<file path="config.mk">
export PLATFORM = sky130hd
export DESIGN_NAME = trd_divider
export DESIGN_NICKNAME = d
export VERILOG_FILES = /design/src/hw/rtl/trd_pkg.sv /design/src/hw/rtl/trd_divider.sv
export SDC_FILE = /design/constraint.sdc
export NUM_CORES = 1
export LEC_CHECK = 0
export BUFFER_PORTS_ARGS = -buffer_cell sky130_fd_sc_hd__buf_2
export CAP_MARGIN = 5
export CORE_MARGIN = 1.5
export CORE_UTILIZATION = 26
export CTS_CLUSTER_DIAMETER = 60
export CTS_CLUSTER_SIZE = 10
export DETAILED_ROUTE_END_ITERATION = 7
export PLACE_DENSITY = 0.5
export SETUP_SLACK_MARGIN = 0.5
export SYNTH_ARGS = -nofsm -noshare
export SYNTH_HDL_FRONTEND = slang
export SYNTH_SLANG_ARGS = --single-unit
</file>
<file path="constraint.sdc">
create_clock -name i_clk -period 3.8 [get_ports i_clk]
set_input_delay 0.57 -clock i_clk [delete_from_list [all_inputs] [get_ports i_clk]]
set_output_delay 0.57 -clock i_clk [all_outputs]
set_load 0.02 [all_outputs]
</file>
<file path="src/hw/rtl/trd_pkg.sv">
`default_nettype none
package trd_pkg;

    localparam logic [1:0] KIND_CLEAR = 2'd0;
    localparam logic [1:0] KIND_TRI   = 2'd1;
    localparam logic [1:0] KIND_READ  = 2'd2;

    localparam logic CFG_WIDTH  = 1'b0;
    localparam logic CFG_HEIGHT = 1'b1;

    localparam int ONE_Q14 = 16384;

    typedef struct packed {
        logic [1:0]         kind;
        logic signed [15:0] ax;
        logic signed [15:0] ay;
        logic signed [15:0] az;
        logic signed [15:0] bx;
        logic signed [15:0] by;
        logic signed [15:0] bz;
        logic signed [15:0] cx;
        logic signed [15:0] cy;
        logic signed [15:0] cz;
        logic [31:0]        fill_color;
        logic [15:0]        pixel_index;
    } t_in_item;

    typedef struct packed {
        logic [31:0]        read_color;
        logic signed [15:0] read_depth;
        logic [16:0]        pixels_written;
        logic               degenerate;
    } t_out_item;

    typedef struct packed {
        logic               start;
        logic signed [47:0] num;
        logic signed [33:0] den;
    } t_div_req;

    typedef struct packed {
        logic               done;
        logic signed [47:0] quo;
    } t_div_rsp;

endpackage
`default_nettype wire

</file>
<file path="src/hw/rtl/trd_divider.sv">
`default_nettype none
module trd_divider (
    input  wire                 i_clk,
    input  wire                 i_rst_n,
    input  trd_pkg::t_div_req   i_req,
    output trd_pkg::t_div_rsp   o_rsp
);

    logic [47:0] r_rem, n_rem;
    logic [47:0] r_quo, n_quo;
    logic [33:0] r_den, n_den;
    logic        r_neg, n_neg;
    logic [5:0]  r_cnt, n_cnt;
    logic        r_busy, n_busy;
    logic        r_done, n_done;
    logic [48:0] w_try;
    logic [47:0] w_shift;

    always_comb begin
        n_rem  = r_rem;
        n_quo  = r_quo;
        n_den  = r_den;
        n_neg  = r_neg;
        n_cnt  = r_cnt;
        n_busy = r_busy;
        n_done = 1'b0;
        w_shift = {r_rem[46:0], r_quo[47]};
        w_try   = {1'b0, w_shift} - {15'd0, r_den};
        if (i_req.start) begin
            n_rem  = '0;
            n_quo  = i_req.num[47] ? 48'(-i_req.num) : i_req.num;
            n_den  = i_req.den[33] ? 34'(-i_req.den) : i_req.den;
            n_neg  = i_req.num[47] ^ i_req.den[33];
            n_cnt  = 6'd0;
            n_busy = 1'b1;
        end else if (r_busy) begin
            if (!w_try[48]) begin
                n_rem = w_try[47:0];
                n_quo = {r_quo[46:0], 1'b1};
            end else begin
                n_rem = w_shift;
                n_quo = {r_quo[46:0], 1'b0};
            end
            n_cnt = r_cnt + 6'd1;
            if (r_cnt == 6'd47) begin
                n_busy = 1'b0;
                n_done = 1'b1;
            end
        end
    end

    always_ff @(posedge i_clk) begin
        if (!i_rst_n) begin
            r_busy <= 1'b0;
            r_done <= 1'b0;
        end else begin
            r_busy <= n_busy;
            r_done <= n_done;
        end
        r_rem <= n_rem;
        r_quo <= n_quo;
        r_den <= n_den;
        r_neg <= n_neg;
        r_cnt <= n_cnt;
    end

    assign o_rsp.done = r_done;
    assign o_rsp.quo  = r_neg ? 48'(-r_quo) : r_quo;

endmodule
`default_nettype wire

</file>
## Word level (Yosys, flattened, before mapping)

Cells that the tools add are included.

| storage, ports and cells | value |
|---|---|
| flip-flop bits (word level) | 138 |
| latch bits | 0 |
| RAM bits | 0 |
| memory bits (read-only) | 0 |
| input port bits | 85 |
| output and inout port bits | 49 |
| memories | 0 |

| operators by class | value |
|---|---|
| $add $sub $neg | 5 |
| multiply operators | 0 |
| div/mod/pow operators | 0 |
| $lt $le $gt $ge | 0 |
| equality and inequality tests | 1 |
| shift operators | 0 |
| mux-type cells | 11 |
| bitwise operators | 3 |
| reduce and logical (&&, ||, !) cells | 2 |

Operators with widths:

| cell | number |
|---|---|
| 2-to-1 mux 48 bit | 4 |
| negator 48 bit | 2 |
| subtractor 48 x 34 -> 49 bit | 1 |
| 2-to-1 mux 47 bit | 1 |
| negator 34 bit | 1 |
| 2-to-1 mux 33 bit | 1 |
| adder 6 x 1 -> 6 bit, second input constant | 1 |
| == test 6 bit, second input constant | 1 |
| 2-to-1 mux 1 bit | 5 |
| OR reduction 3 bit | 1 |
| inverter 1 bit | 2 |
| nonzero test 2 bit | 1 |
| XOR 1 bit | 1 |

## Longest topological paths before layout

| depth | value |
|---|---|
| depth in word-level cells | 4 |
| gate-level depth with buffers | 12 |

## Worst setup path before layout

Ideal clock, no wire load.

| path | value |
|---|---|
| kind | register to output |
| from | register r_quo[35] |
| to | output o_rsp[47] (netlist name) |
| arrival | 2,944 ps |
| data required time | 3,230 ps |
| path slack | 286 ps |
| stages on the path, launching flop included | 8 |
| buffers on the path | 0 |
| cells stage by stage | edfxtp_1 -> or4_4 -> or3_4 -> or3_4 -> or3_4 -> or3_4 -> o41ai_2 -> xnor2_1 |

RTL lines:

| what | line | source |
|---|---|---|
| from (decl) | trd_divider.sv:10 | `logic [47:0] r_quo, n_quo;` |
| from (signal assigned) | trd_divider.sv:61 | `r_quo <= n_quo;` |
| to (decl) | trd_divider.sv:6 | `output trd_pkg::t_div_rsp o_rsp` |

==> results.md <==
- Unique masters post-synth: 73
- GP Congestion: 0.843
- Final min period: 4.12 ns
- Largest delay contributor family on the critical path: simple AND/OR/NAND/NOR gates
- CTS Hold Bufs: 0
- DRC Markers: 0
- Clock sink count: 138
- WL met3: 1470 µm
- N_diodes: 0
- CP Class: register to output port
- Clk_lat worst skew: 0.45 ns
- Clock tree buffer depth: 2
- Reg-to-Reg End: r_rem[26]
- Headroom to the max-slew limit: 0.455
- Most common cell after layout, fill and taps aside: nand2_1
- Clock transition at path regs: 0.06 ns
- Critical path data arrival time: 3.55 ns
- First-pass GRT wire length: 47800 µm
- Avg WL per Cell: 15.5 µm
- Nets: 1500
- Most numerous cell on the critical path: or3_4
- Initial antenna violation count: 0
- PwrDens: 497 nW/µm²
- CP endpoint kind: output port
- Avg Inst Size Synth: 8.38 µm²
- Drt first pass iters: 5
- CP Launch Type: register
- Worst reg2reg setup slack: 0.68 ns
- RSZ-0062 raised after global routing: true
- GR Util All Layers: 0.145
- WP buf/inv: 1
- Initial DRC Count: 482
- Worst-Margin Slew: 0.817 ns
- Flops & latches, synth: 138
- Vias in the first global route: 8957
- Die area: 41100 µm²
- Async SR Flop Fraction: 0
- CTS tree: done
- Core ar.: 39000 µm²
- Status: finished, violations left
- Max stage delay on crit path: 0.58 ns
- Final ANT Viol Nets: 0
- Final setup viols: 15
- Row cnt: 72
- Layout area overhead: 23.2%
- Top-level I/O count: 134
- Grt ovf: 0
- Hold Fails Final Rpt: 0
- R2R Path Start: r_quo[47]
- Syn_nets: 1360
- Height of the die: 203 µm
- Via density: 4.89
- Largest net degree at the start of global routing: 140
- Mapped Cells: 1236
- H-tree levels: 4
- Count of buffers from port buffering: 133
- Final worst-path cycle share: 1.09
- Util after Layout: 0.327
- Seq/Total Area, Yosys: 0.347
- Share of layout cells above drive strength 1: 0.202
- Fmax: 242 MHz
- Final WS setup: -0.324 ns
- Post-synthesis instance area: 10400 µm²
- Placed cells: 1861
- WHS Path Cells: 2
- Max Cap Violations: 0
- Hold Path End: r_busy
- Met2 Routed Length: 12900 µm
- CTS Buf Count: 17
- DP HPWL: 22000 µm
- Main synth FF type: edfxtp_1
- Final number of max-transition violations: 0
- M1 WL: 14800 µm
- Worst EP required: 3.23 ns
- Non-Filler Instances: 1907
- EDFF count, synth: 83
- Crit-path cells: or4_4 -> or3_4 -> or3_4 -> or3_4 -> or3_4 -> o41ai_4 -> xnor2_2 -> buf_4
- Total wire length: 29600 µm
- R2R cell count: 11
- Max Fanout on Critical Path: 3
- Synthesis Warnings: 0
- P_leak: 4.86 nW
- Final clock skew: 0.0145 ns
- Hold WS: 0.361 ns
- VDD IR max: 0.285 mV
- Uppermost layer routed: met4
- Most frequent cells in the layout: nand2_1 (126), nor2_1 (125), buf_2 (120)
- Setup_tns: -3.35 ns
- Critical-path top delay cell: or4_4
- Initial Util: 0.266
- Worst hold path type: input port to register
- Via count: 9327
- Failing checks: negative setup slack
- Hold path start: i_rst_n
- Root Buffer: clkbuf_16
- Die width: 203 µm
worst register-to-register path, stage by stage (launching register included):
cell	delay, ns
edfxtp_1	0.40
inv_1	0.11
ha_1	0.24
fa_1	0.41
nand2b_1	0.20
a21oi_2	0.21
o21ai_1	0.13
a21o_1	0.22
and2_1	0.20
or3_1	0.36
a211o_1	0.31
a311oi_1	0.24
cells by family (layout without fill, tap and decap cells):
group / count (synthesis) / in the layout / share of synthesized area
AO/OA/AOI/OAI: 344 / 344 / 0.214
XOR/XNOR: 159 / 159 / 0.134
adder cells (fa/ha/maj): 39 / 39 / 0.0478
buffers and inverters: 116 / 269 / 0.0435
flip-flops: 138 / 138 / 0.347
multiplexers: 5 / 5 / 0.00495
AND/OR/NAND/NOR: 435 / 435 / 0.208
power by group:
| group | internal [mW] | leakage [nW] | switching, mW | total (mW) |
|---|---|---|---|---|
| logic | 1.01 | 3.30 | 1.54 | 2.55 |
| clock network | 1.06 | 0.299 | 0.738 | 1.80 |
| registers | 1.81 | 1.26 | 0.180 | 1.99 |
| total | 3.89 | 4.86 | 2.45 | 6.35 |
sequential cells by signal, indices dropped and copies added, names as in the netlist:
register / count
r_done: 1
r_den: 34
r_busy: 1
r_quo: 48
r_neg: 1
r_rem: 47
r_cnt: 6
per-stage QoR:
stage | power, mW | worst slack, ns | instance area (µm²)
2_1_floorplan | 3.72 | 0.325 | 10400
3_3_place_gp | 4.48 | 0.0656 | 11800
3_5_place_dp | 4.48 | 0.0188 | 11800
4_1_cts | 6.37 | -0.353 | 12600
5_1_grt | 6.77 | -0.434 | 12800
6_report | 6.35 | -0.324 | 12800
area by class of cell:
cell class,count,area [µm²]
multi-input combinational,982,6550
fill,4111,26200
tap,518,648
inverter,49,184
sequential,138,3590
clock inverter,14,184
timing repair buffer,188,1170
clock buffer,18,439
metal layers:
layer | track usage | up-vias
met2 | 0.223 | 212
met1 | 0.207 | 4307
met5 | 0 | -
li1 | - | 4787
met3 | 0.0278 | 21
met4 | 0.0413 | 0
worst max-delay path by stage:
stage / startpoint / end / slack, ns / cells past startpoint
after global placement: r_quo[6] / o_rsp[47] / 0.07 / 9
after floorplan: r_quo[6] / o_rsp[46] / 0.32 / 9
after global routing: r_quo[33] / o_rsp[47] / -0.43 / 8
after CTS: r_quo[36] / o_rsp[47] / -0.35 / 8
after detailed placement: r_quo[13] / o_rsp[46] / 0.02 / 10
final: r_quo[33] / o_rsp[47] / -0.32 / 8
synthesized netlist by cell type, types with 4 or more instances:
master	count	area, µm²
a211oi_1	15	113
or4_4	4	45.0
xnor2_1	98	858
o41ai_1	16	140
nand2_1	128	480
edfxtp_1	83	2490
a31oi_1	4	25.0
and2_1	7	43.8
inv_1	49	184
ha_1	38	475
nor4_2	4	50.1
nand4_1	18	113
or3_4	4	45.0
a21boi_0	4	30.0
o31ai_2	5	62.6
o21ai_0	82	410
dfxtp_1	55	1100
o21a_1	12	90.1
o31ai_1	40	300
clkbuf_1	60	225
and3_1	7	43.8
a21oi_1	112	561
nor2b_1	5	31.3
nand3_1	22	110
nor3_1	29	145
a311oi_1	12	105
xor2_1	61	534
mux2i_1	4	40.0
buf_1	4	15.0
nor2_1	125	469
nor4_1	17	106
a22o_1	4	35.0
nand2b_1	14	87.6
or3_1	20	125
a21o_1	9	67.6
or4_1	12	90.1
what timing repair did:
action                     4_1_cts  5_1_grt
gates resized for setup         38       17
setup buffers                    7        7
hold endpoints to repair         0        0
pin swaps                        7        7
setup endpoints to repair       36       46
Note: power is estimated with default switching activity, not from simulation.
